**config.mk**
```make
export PLATFORM = sky130hd
export DESIGN_NAME = steering_stepper_deadzone_ctrl
export DESIGN_NICKNAME = d
export VERILOG_FILES = /design/src/sv/ssdc_pkg.sv /design/src/sv/steering_stepper_deadzone_ctrl.sv /design/src/sv/ssdc_front.sv /design/src/sv/ssdc_core.sv
export SDC_FILE = /design/constraint.sdc
export NUM_CORES = 1
export LEC_CHECK = 0
export BUFFER_PORTS_ARGS = -buffer_cell sky130_fd_sc_hd__buf_4
export CAP_MARGIN = 20
export CORE_MARGIN = 4
export CORE_UTILIZATION = 35
export DETAILED_ROUTE_END_ITERATION = 16
export SLEW_MARGIN = 10
export SYNTH_ARGS = -nofsm -noshare
export SYNTH_HDL_FRONTEND = slang
export SYNTH_HIERARCHICAL = 1
export SYNTH_SLANG_ARGS = --single-unit
```
**constraint.sdc**
```tcl
create_clock -name clk_i -period 14.53 [get_ports clk_i]
set_input_delay 1.453 -clock clk_i [delete_from_list [all_inputs] [get_ports clk_i]]
set_output_delay 1.453 -clock clk_i [all_outputs]
set_load 0.01 [all_outputs]
```
**src/sv/ssdc_pkg.sv**
```systemverilog
// ----------------------------------------------------------------------------
// ssdc_pkg
// Shared types and constants for the steering stepper deadzone controller.
// ----------------------------------------------------------------------------
`default_nettype none

package ssdc_pkg;

  // Mode codes carried on the mode field.
  localparam logic [1:0] ModeRc    = 2'd0;
  localparam logic [1:0] ModeWheel = 2'd1;
  localparam logic [1:0] ModeHold  = 2'd2;

  // Configuration register indexes.
  localparam logic RegDeadzone = 1'b0;
  localparam logic RegPulses   = 1'b1;

  localparam logic [7:0] DeadzoneReset = 8'd10;
  localparam logic [7:0] PulsesReset   = 8'd15;

  // Encoder sample divided by ten: floor(raw * 3277 / 2^15) is exact below 2^14.
  localparam int EncRecip = 3277;
  localparam int EncShift = 15;

  // Wheel mapping: 170 + wheel * 195 / 655 = 170 + (wheel * 39) / 131.
  localparam int WheelMax   = 655;
  localparam int WheelMul   = 39;
  localparam int TargetLo   = 170;
  localparam int WheelShift = 23;
  localparam int WheelRecip = (2**WheelShift + 130) / 131;

  localparam int SampleW = 9;
  localparam int SumW    = 13;
  localparam int WScaleW = 15;

  // Item after the input register, with the encoder division by ten done and the wheel value multiplied by 39.
  typedef struct packed {
    logic [1:0]         mode;
    logic [SampleW-1:0] sample;
    logic [9:0]         rc_target;
    logic [WScaleW-1:0] wheel_scaled;
  } item_t;

  typedef struct packed {
    logic [7:0] deadzone;
    logic [7:0] pulses_per_command;
  } cfg_t;

endpackage

`default_nettype wire

```
**src/sv/steering_stepper_deadzone_ctrl.sv**
```systemverilog
// A request is captured in the input register and its result in the result register.
// Throughput: one item per cycle while the output is not stalled; the ring, running sum
// and decision are computed combinationally between the input register and the result register.
// Reset: the sample ring, ring pointer and window sum clear to zero, and the
// deadzone and pulse count registers return to 10 and 15.
// ----------------------------------------------------------------------------
// steering_stepper_deadzone_ctrl
// Moving-average steering position filter with a deadband stepper command.
// ----------------------------------------------------------------------------
`default_nettype none

module steering_stepper_deadzone_ctrl #(
  parameter int WINDOW_LEN = 10
) (
  input  wire logic        clk_i,
  input  wire logic        rst_ni,
  input  wire logic        cfg_we_i,
  input  wire logic        cfg_idx_i,
  input  wire logic [7:0]  cfg_wdata_i,
  input  wire logic        in_valid_i,
  output logic             in_ready_o,
  input  wire logic [1:0]  mode_i,
  input  wire logic [11:0] encoder_raw_i,
  input  wire logic [9:0]  rc_target_i,
  input  wire logic [9:0]  wheel_position_i,
  output logic             out_valid_o,
  input  wire logic        out_ready_i,
  output logic             step_enable_o,
  output logic             turn_right_o,
  output logic [7:0]       pulse_count_o,
  output logic [8:0]       filtered_position_o
);

  ssdc_pkg::cfg_t  cfg_q, cfg_d;
  ssdc_pkg::item_t item;
  logic            item_valid, take;

  always_comb begin
    cfg_d = cfg_q;
    if (cfg_we_i) begin
      case (cfg_idx_i)
        ssdc_pkg::RegDeadzone: cfg_d.deadzone           = cfg_wdata_i;
        ssdc_pkg::RegPulses:   cfg_d.pulses_per_command = cfg_wdata_i;
        default:               cfg_d = cfg_q;
      endcase
    end
  end

  always_ff @(posedge clk_i or negedge rst_ni) begin
    if (!rst_ni) begin
      cfg_q.deadzone           <= ssdc_pkg::DeadzoneReset;
      cfg_q.pulses_per_command <= ssdc_pkg::PulsesReset;
    end else begin
      cfg_q <= cfg_d;
    end
  end

  ssdc_front u_front (
    .clk_i            (clk_i),
    .rst_ni           (rst_ni),
    .in_valid_i       (in_valid_i),
    .in_ready_o       (in_ready_o),
    .mode_i           (mode_i),
    .encoder_raw_i    (encoder_raw_i),
    .rc_target_i      (rc_target_i),
    .wheel_position_i (wheel_position_i),
    .take_i           (take),
    .item_valid_o     (item_valid),
    .item_o           (item)
  );

  ssdc_core #(
    .WINDOW_LEN (WINDOW_LEN)
  ) u_core (
    .clk_i               (clk_i),
    .rst_ni              (rst_ni),
    .item_valid_i        (item_valid),
    .item_i              (item),
    .cfg_i               (cfg_q),
    .take_o              (take),
    .out_valid_o         (out_valid_o),
    .out_ready_i         (out_ready_i),
    .step_enable_o       (step_enable_o),
    .turn_right_o        (turn_right_o),
    .pulse_count_o       (pulse_count_o),
    .filtered_position_o (filtered_position_o)
  );

endmodule

`default_nettype wire

```
**src/sv/ssdc_front.sv**
```systemverilog
// ----------------------------------------------------------------------------
// ssdc_front
// Input register: scales the encoder sample and the wheel value on the way in.
// ----------------------------------------------------------------------------
`default_nettype none

module ssdc_front (
  input  wire logic             clk_i,
  input  wire logic             rst_ni,
  input  wire logic             in_valid_i,
  output logic                  in_ready_o,
  input  wire logic [1:0]       mode_i,
  input  wire logic [11:0]      encoder_raw_i,
  input  wire logic [9:0]       rc_target_i,
  input  wire logic [9:0]       wheel_position_i,
  input  wire logic             take_i,
  output logic                  item_valid_o,
  output ssdc_pkg::item_t       item_o
);

  logic            valid_q, valid_d;
  ssdc_pkg::item_t item_q, item_d;
  logic [23:0]     enc_prod;
  logic [9:0]      wheel_sat;
  logic [ssdc_pkg::WScaleW-1:0] wheel_prod;

  assign in_ready_o = !valid_q || take_i;

  assign enc_prod  = {12'd0, encoder_raw_i} * 24'(ssdc_pkg::EncRecip);
  assign wheel_sat = (wheel_position_i > 10'(ssdc_pkg::WheelMax)) ?
                     10'(ssdc_pkg::WheelMax) : wheel_position_i;
  assign wheel_prod = {5'd0, wheel_sat} * ssdc_pkg::WScaleW'(ssdc_pkg::WheelMul);

  always_comb begin
    item_d.mode         = mode_i;
    item_d.sample       = enc_prod[ssdc_pkg::EncShift +: ssdc_pkg::SampleW];
    item_d.rc_target    = rc_target_i;
    item_d.wheel_scaled = wheel_prod;
    valid_d = in_ready_o ? in_valid_i : valid_q;
  end

  always_ff @(posedge clk_i or negedge rst_ni) begin
    if (!rst_ni) begin
      valid_q <= 1'b0;
    end else begin
      valid_q <= valid_d;
    end
  end

  always_ff @(posedge clk_i) begin
    if (in_valid_i && in_ready_o) begin
      item_q <= item_d;
    end
  end

  assign item_valid_o = valid_q;
  assign item_o       = item_q;

endmodule

`default_nettype wire

```
**src/sv/ssdc_core.sv**
```systemverilog
// ----------------------------------------------------------------------------
// ssdc_core
// Moving-average ring, target selection, deadband decision and result register.
// ----------------------------------------------------------------------------
`default_nettype none

module ssdc_core #(
  parameter int WINDOW_LEN = 10
) (
  input  wire logic             clk_i,
  input  wire logic             rst_ni,
  input  wire logic             item_valid_i,
  input  wire ssdc_pkg::item_t  item_i,
  input  wire ssdc_pkg::cfg_t   cfg_i,
  output logic                  take_o,
  output logic                  out_valid_o,
  input  wire logic             out_ready_i,
  output logic                  step_enable_o,
  output logic                  turn_right_o,
  output logic [7:0]            pulse_count_o,
  output logic [8:0]            filtered_position_o
);

  localparam int PtrW     = (WINDOW_LEN > 1) ? $clog2(WINDOW_LEN) : 1;
  localparam int SumShift = ssdc_pkg::SumW + 4;
  localparam int RecipW   = SumShift + 1;
  localparam int ProdW    = ssdc_pkg::SumW + RecipW;
  localparam logic [RecipW-1:0] SumRecip =
    RecipW'((2**SumShift + WINDOW_LEN - 1) / WINDOW_LEN);

  logic [ssdc_pkg::SampleW-1:0] ring_q [WINDOW_LEN];
  logic [PtrW-1:0]              ptr_q, ptr_d;
  logic [ssdc_pkg::SumW-1:0]    sum_q, sum_d;
  logic [ProdW-1:0]             sum_prod;
  logic [8:0]                   filtered;
  logic [31:0]                  wheel_prod;
  logic [9:0]                   target, filt_ext, mag;
  logic                         active, above, enable, advance;

  logic       out_valid_q;
  logic       step_enable_q, turn_right_q;
  logic [7:0] pulse_count_q;
  logic [8:0] filtered_q;

  assign take_o  = !out_valid_q || out_ready_i;
  assign advance = take_o && item_valid_i;

  // The oldest sample leaves the window as the new one enters.
  assign sum_d    = sum_q - ssdc_pkg::SumW'(ring_q[ptr_q])
                  + ssdc_pkg::SumW'(item_i.sample);
  assign sum_prod = {{RecipW{1'b0}}, sum_d} * {{ssdc_pkg::SumW{1'b0}}, SumRecip};
  assign filtered = sum_prod[SumShift +: 9];
  assign ptr_d    = (ptr_q == PtrW'(WINDOW_LEN - 1)) ? '0 : ptr_q + PtrW'(1);

  assign wheel_prod = {17'd0, item_i.wheel_scaled} * 32'(ssdc_pkg::WheelRecip);

  always_comb begin
    active = 1'b1;
    case (item_i.mode)
      ssdc_pkg::ModeRc:    target = item_i.rc_target;
      ssdc_pkg::ModeWheel: target = 10'(ssdc_pkg::TargetLo)
                                  + {1'b0, wheel_prod[ssdc_pkg::WheelShift +: 9]};
      default: begin
        target = '0;
        active = 1'b0;
      end
    endcase
    filt_ext = {1'b0, filtered};
    above    = target > filt_ext;
    mag      = above ? (target - filt_ext) : (filt_ext - target);
    enable   = active && (mag > {2'd0, cfg_i.deadzone});
  end

  always_ff @(posedge clk_i or negedge rst_ni) begin
    if (!rst_ni) begin
      ptr_q       <= '0;
      sum_q       <= '0;
      out_valid_q <= 1'b0;
      for (int i = 0; i < WINDOW_LEN; i++) begin
        ring_q[i] <= '0;
      end
    end else begin
      if (take_o) begin
        out_valid_q <= item_valid_i;
      end
      if (advance) begin
        ring_q[ptr_q] <= item_i.sample;
        ptr_q         <= ptr_d;
        sum_q         <= sum_d;
      end
    end
  end

  always_ff @(posedge clk_i) begin
    if (advance) begin
      step_enable_q <= enable;
      turn_right_q  <= enable && above;
      pulse_count_q <= enable ? cfg_i.pulses_per_command : 8'd0;
      filtered_q    <= filtered;
    end
  end

  assign out_valid_o         = out_valid_q;
  assign step_enable_o       = step_enable_q;
  assign turn_right_o        = turn_right_q;
  assign pulse_count_o       = pulse_count_q;
  assign filtered_position_o = filtered_q;

endmodule

`default_nettype wire
```
# Yosys cells after proc, flatten, opt, wreduce, memory -nomap -nowiden
# Cells that the tools add are included.
# totals
in_bits,48
ff_bits,180
output_inout_bits,21
word_cells,67
# op_classes
add_sub_neg,6
n_lt_le_gt_ge,5
multipliers,4
n_eq_ne,2
mux,11
bitwise_logic,2
n_reduce_logical,13
# ops
op,n
$bwmux 90,1
$bmux 9 s4,1
$demux 9 s4,1
$mul 15x14->29 const B,1
$mux 9,3
$mul 12x12->24 const B,1
$mul 13x12->24 const B,1
$mux 10,2
$pmux 10 s2,1
$mul 10x6->15 const B,1
$add 13x9->13,1
$sub 13x9->13,1
$gt 10x10->1 const B,1
$gt 10x8->1,1
$gt 10x9->1,1
$sub 10x9->10,1
$sub 9x10->10,1
$add 8x8->9 const A,1
$ge 5x5->1 const B,1
$logic_and 1x1->1,5
$lt 5x1->1 const B,1
$not 4->5,1
$add 4x1->4 const B,1
$eq 4x4->1 const B,1
other kinds (9),12

# Depth between registers and ports, before layout
# depth
depth_word,12
mapped_depth,58
mapped_depth_nobuf,56

# Modules after synthesis
# The synthesis kept the hierarchy.
# by_module_without_submodules
module,area_per_inst_um2,seq_area_each_um2,n_inst,cells_each
ssdc_core,13513.0,3273.1,1,1365
ssdc_front,4810.9,1106.1,1,445
steering_stepper_deadzone_ctrl,649.4,407.9,1,35

# Least setup slack after synthesis
# OpenSTA, ideal clock, no wires.
# synth_path
path_kind,reg-to-reg
start,reg u_core.ptr_q[0]
end,"reg u_core.pulse_count_q[0], in the netlist u_core/pulse_count_o[0] (data pin)"
n_path_buf,2
path_slack_ps,2701
stages_incl_launch_ff,52
t_arrival_ps,11575
period_less_slack_ps,11829
t_required_ps,14275
setup_time_ps,255
cell_sequence,dfrtp_1 -> clkbuf_1 -> buf_1 -> mux4_2 -> mux2i_1 -> o21ai_0 -> fa_1 -> inv_1 -> fa_1 -> a21o_1 -> a21oi_1 -> o21bai_1 -> a21oi_1 -> nor2b_1 -> o21a_1 -> o31a_1 -> o41ai_2 -> xnor2_1 -> [16 not listed] -> fa_1 -> nor2b_1 -> o21ai_2 -> a21oi_2 -> o211ai_4 -> a221oi_1 -> o211ai_1 -> a21oi_1 -> xnor2_1 -> ha_1 -> nand4_1 -> o211ai_1 -> a21o_1 -> a21oi_1 -> nor2_1 -> nor3_1 -> a31oi_4 -> and2_1
# synth_between
elab_chain_cells,11
elab_cells_between_ends,13
cone_classes,add/sub (4); mul (1); order compare (2); mux (4); bitwise (1); reduce/logical (1)
# synth_lines
element,line,rtl
"start, declared",ssdc_core.sv:32,"logic [PtrW-1:0] ptr_q, ptr_d;"
"start signal, assigned",ssdc_core.sv:88,ptr_q <= ptr_d;
$not 4->5 (not written as such) (*),ssdc_core.sv:49,assign sum_d = sum_q - ssdc_pkg::SumW'(ring_q[ptr_q])
$bmux 9 s4 (*),ssdc_core.sv:49,
$mux 9 (not written as such) (*) (2 in a row),ssdc_core.sv:49,
$sub 13x9->13 (*),ssdc_core.sv:49,
$add 13x9->13 (*),ssdc_core.sv:50,+ ssdc_pkg::SumW'(item_i.sample);
"named net u_core.sum_d, one bit",ssdc_core.sv:33,"logic [ssdc_pkg::SumW-1:0] sum_q, sum_d;"
$mul 13x12->24 (*),ssdc_core.sv:51,"assign sum_prod = {{RecipW{1'b0}}, sum_d} * {{ssdc_pkg::SumW{1'b0}}, SumRecip};"
named net u_core.filt_ext[0],ssdc_core.sv:37,"logic [9:0] target, filt_ext, mag;"
$sub 9x10->10 (tied with other cells),ssdc_core.sv:70,mag = above ? (target - filt_ext) : (filt_ext - target);
$mux 10 (*),ssdc_core.sv:70,
$gt 10x8->1 (*),ssdc_core.sv:71,"enable = active && (mag > {2'd0, cfg_i.deadzone});"
$logic_and 1x1->1 (*),ssdc_core.sv:71,
named net u_core.enable,ssdc_core.sv:38,"logic active, above, enable, advance;"
"end signal, assigned",ssdc_core.sv:98,pulse_count_q <= enable ? cfg_i.pulses_per_command : 8'd0;
"end, declared",ssdc_core.sv:42,logic [7:0] pulse_count_q;
# Mark *: on every way through the listed nets, which the timed path passes. The rest lies on a longest branch. The select of a mux whose other input is x is not followed.
# A chain may end at the register's enable or synchronous reset.

# Worst setup path in the final report
# layout_path
start,reg u_core.ptr_q[0]
end,"reg u_core.pulse_count_q[5], in the netlist u_core/pulse_count_o[5] (data pin)"
# The elaborated chain is that of the path after synthesis.

==> metrics.md <==
| Metric | Value |
|---|---|
| Fin Setup TNS | `0 ns` |
| Hold Vio Cnt, Final | `0` |
| ANT cells | `0` |
| Max layer used | `met4` |
| Met3 Routed Length | `1210 um` |
| H-tree Lvls | `4` |
| Clk slew on worst S/H paths | `0.08 ns` |
| Post-CTS Repair Setup Buffers | `0` |
| MaxCap Viol Count | `0` |
| Routed Antenna Nets | `0` |
| GRT overflow | `0` |
| Yosys cell types | `74` |
| Worst endpoint required time | `14.72 ns` |
| WP buf/inv | `5` |
| Row count | `85` |
| Setup Viol. Count Final | `0` |
| CP Capture Type | `flip-flop` |
| Critical Path Slowest Stage Cell | `dfrtp_1` |
| Routed WL per cell | `15.3 um` |
| # fillers | `5233` |
| Clock latency on the worst-skew pair | `0.45 ns` |
| TritonCTS buffer count | `17` |
| Status | `finished, final reports clean` |
| Post_cts resized | `0` |
| Post-DP HPWL | `32500 um` |
| Worst Path Arrival | `13.11 ns` |
| Global-route wire length before repair | `67900 um` |
| Longest Clk Path Bufs | `2` |
| Largest net degree at the start of global routing | `75` |
| Most area-consuming cells after synthesis | `ha_1 23%, fa_1 18%, dfrtp_1 16%, edfxtp_1 8.7%, inv_1 7.5%` |
| Routed wl met2 | `20000 um` |
| CP startpoint kind | `flip-flop` |
| P&R area growth vs syn | `10.0%` |
| Maximum fanout along the worst path | `19` |
| Multi-input logic area | `12600 um^2` |
| Vias in the first global route | `13400` |
| Most frequent cells in the layout | `378 x inv_1, 342 x ha_1, 166 x fa_1` |
| Crit path largest cell delay | `0.91 ns` |
| Max Slew Vio Count | `0` |
| Area leader, netlist | `ha_1` |
| Final setup margin | `1.61 ns` |
| Initial DRC count | `575` |
| HP Class | `flip-flop to flip-flop` |
| CTS tree | `done` |
| Final worst path period share | `88.9%` |
| GRT Util Overall | `14.4%` |
| Die Span Y | `241 um` |
| Initial antenna violation count | `0` |
| CTS root buffer | `clkbuf_16` |
| Ys async rst share | `69.4%` |
| Relative slew slack | `36.4%` |
| Worst-Margin Slew | `0.954 ns` |
| Core ar. | `53700 um^2` |
| DRC violations left | `0` |
| Largest family of logic cells by synthesized area | `adder cells` |
| Synth Area in Simple Gates | `7.33%` |
| Max Clock Freq | `0.0774 GHz` |
| M1 WL | `18400 um` |
| Nets | `2459` |
| XOR/XNOR share of the synthesized area | `3.92%` |
| IO buf count | `68` |
| Synthesized cell area | `19000 um^2` |
| Routability cong. | `0.867` |
| Final min period | `12.92 ns` |
| Drt pass-1 iters | `5` |
| Commonest non-fill, non-tap cell in the layout | `inv_1` |
| Via/cell ratio | `4.86` |
| Clock Sinks | `180` |
| Fraction of layout cells with a size suffix above 1 | `10.1%` |
| Avg Cell Area, Syn | `10.3 um^2` |
| Die W | `241 um` |
| DIE AREA | `58000 um^2` |
| Register bit total from synthesis | `180` |
| Final wirelength | `40000 um` |
| Synth Warn # | `6` |
| DP Worst Slack | `1.70 ns` |
| Initial Utilization | `35.3%` |
| RSZ-0062 raised after global routing | `false` |
| Routed vias | `12700` |
| Compound-Gate Fraction of Synth Area | `10.3%` |
| Adder-Cell Fraction of Synth Area | `40.1%` |
| Final Skew | `0.0209 ns` |
| Primary FF master, synth | `dfrtp_1` |
| Top cell type's share of synthesized area | `22.6%` |
| Post-Syn Instances | `1845` |
| Fin util | `38.9%` |
| Critical path class | `flip-flop to flip-flop` |
| Mux cell area share after synthesis | `4.89%` |
| Register Area | `4790 um^2` |
| Hold buffer count at cts | `0` |
| Syn Nets | `2401` |
| Cell family with most CP delay | `compound AO/OA/AOI/OAI gates` |
| Sequential share of the synthesized area | `25.2%` |
| Number of flops mapped to enable cells by yosys | `55` |
| Io pins | `69` |
==> final timing paths <==
path	end	cells after the start	slack (ns)	from
setup reg to reg	u_core/pulse_count_o[5]	49	1.61	u_core/ptr_q[0]
hold / removal	u_core/ring_q[64]	2	0.48	u_core/ring_q[64]
max in group asynchronous	u_core/ring_q[41]	2	12.03	rst_ni
min in group asynchronous	u_core/sum_q[2]	1	1.07	rst_ni
setup / recovery	u_core/pulse_count_o[5]	49	1.61	u_core/ptr_q[0]
hold reg to reg	u_core/ring_q[64]	2	0.48	u_core/ring_q[64]
==> synthesized netlist by cell type, types with 12 or more instances <==
cell type,count
inv_1,378
ha_1,342
fa_1,166
nand2_1,131
o21ai_0,125
dfrtp_1,119
a21oi_1,59
edfxtp_1,55
xnor2_1,53
nor2_1,41
xor2_1,32
clkbuf_1,29
a21o_1,25
mux2_2,21
and2_1,20
mux4_2,18
mux2i_1,15
nand2b_1,15
nand3_1,15
nor3_1,13
o21a_1,13
nand4_1,12
nor2b_1,12
==> tightest hold or removal path, stage by stage (launching register included) <==
cell and delay [ns]:
dfrtp_1 0.35, nand2_1 0.04, o21ai_0 0.06
==> routing by layer <==
layer | global-route usage (%) | vias up
li1 | - | 6229
met1 | 19.5 | 6273
met2 | 25.4 | 180
met3 | 1.70 | 22
met4 | 2.36 | 0
met5 | 0 | -
==> cells by family after synthesis <==
family                     Yosys count
AOI/OAI and AO/OA                  303
xor gates and xnor gates            85
adders and majority gates          508
buffers and inverters              415
DFF                                180
muxes                               63
and+or+nand+nor                    291
==> metrics by stage <==
step	cell area [um^2]	hold slack [ns]	std cells
after floorplan	19000	0.445	1845
final	20900	0.482	2612
after global placement	20300	0.459	2580
after detailed placement	20300	0.466	2580
after global routing	20900	0.505	2612
after CTS	20900	0.485	2612
==> cell type report <==
type                            instances  share of cell area (%)
Clock inverter                         14                   0.839
Inverter                              379                    6.81
Sequential cell                       180                    22.9
Timing Repair Buffer                   75                    2.70
Multi-Input combinational cell       1250                    60.5
Tap cell                              696                    4.17
Clock buffer                           18                    2.10
==> flip-flops by register name, summed over array words and instances (netlist names) <==
register	flops
u_core/step_enable_o	1
u_core/turn_right_o	1
u_front/item_valid_o	1
u_core/out_valid_o	1
cfg_q	16
u_front/item_o	36
u_core/pulse_count_o	8
u_core/filtered_position_o	9
u_core/ptr_q	4
u_core/sum_q	13
u_core/ring_q	90
Power is not shown: default switching activity piles up to over one toggle a cycle in this logic, so the estimate is an artifact.
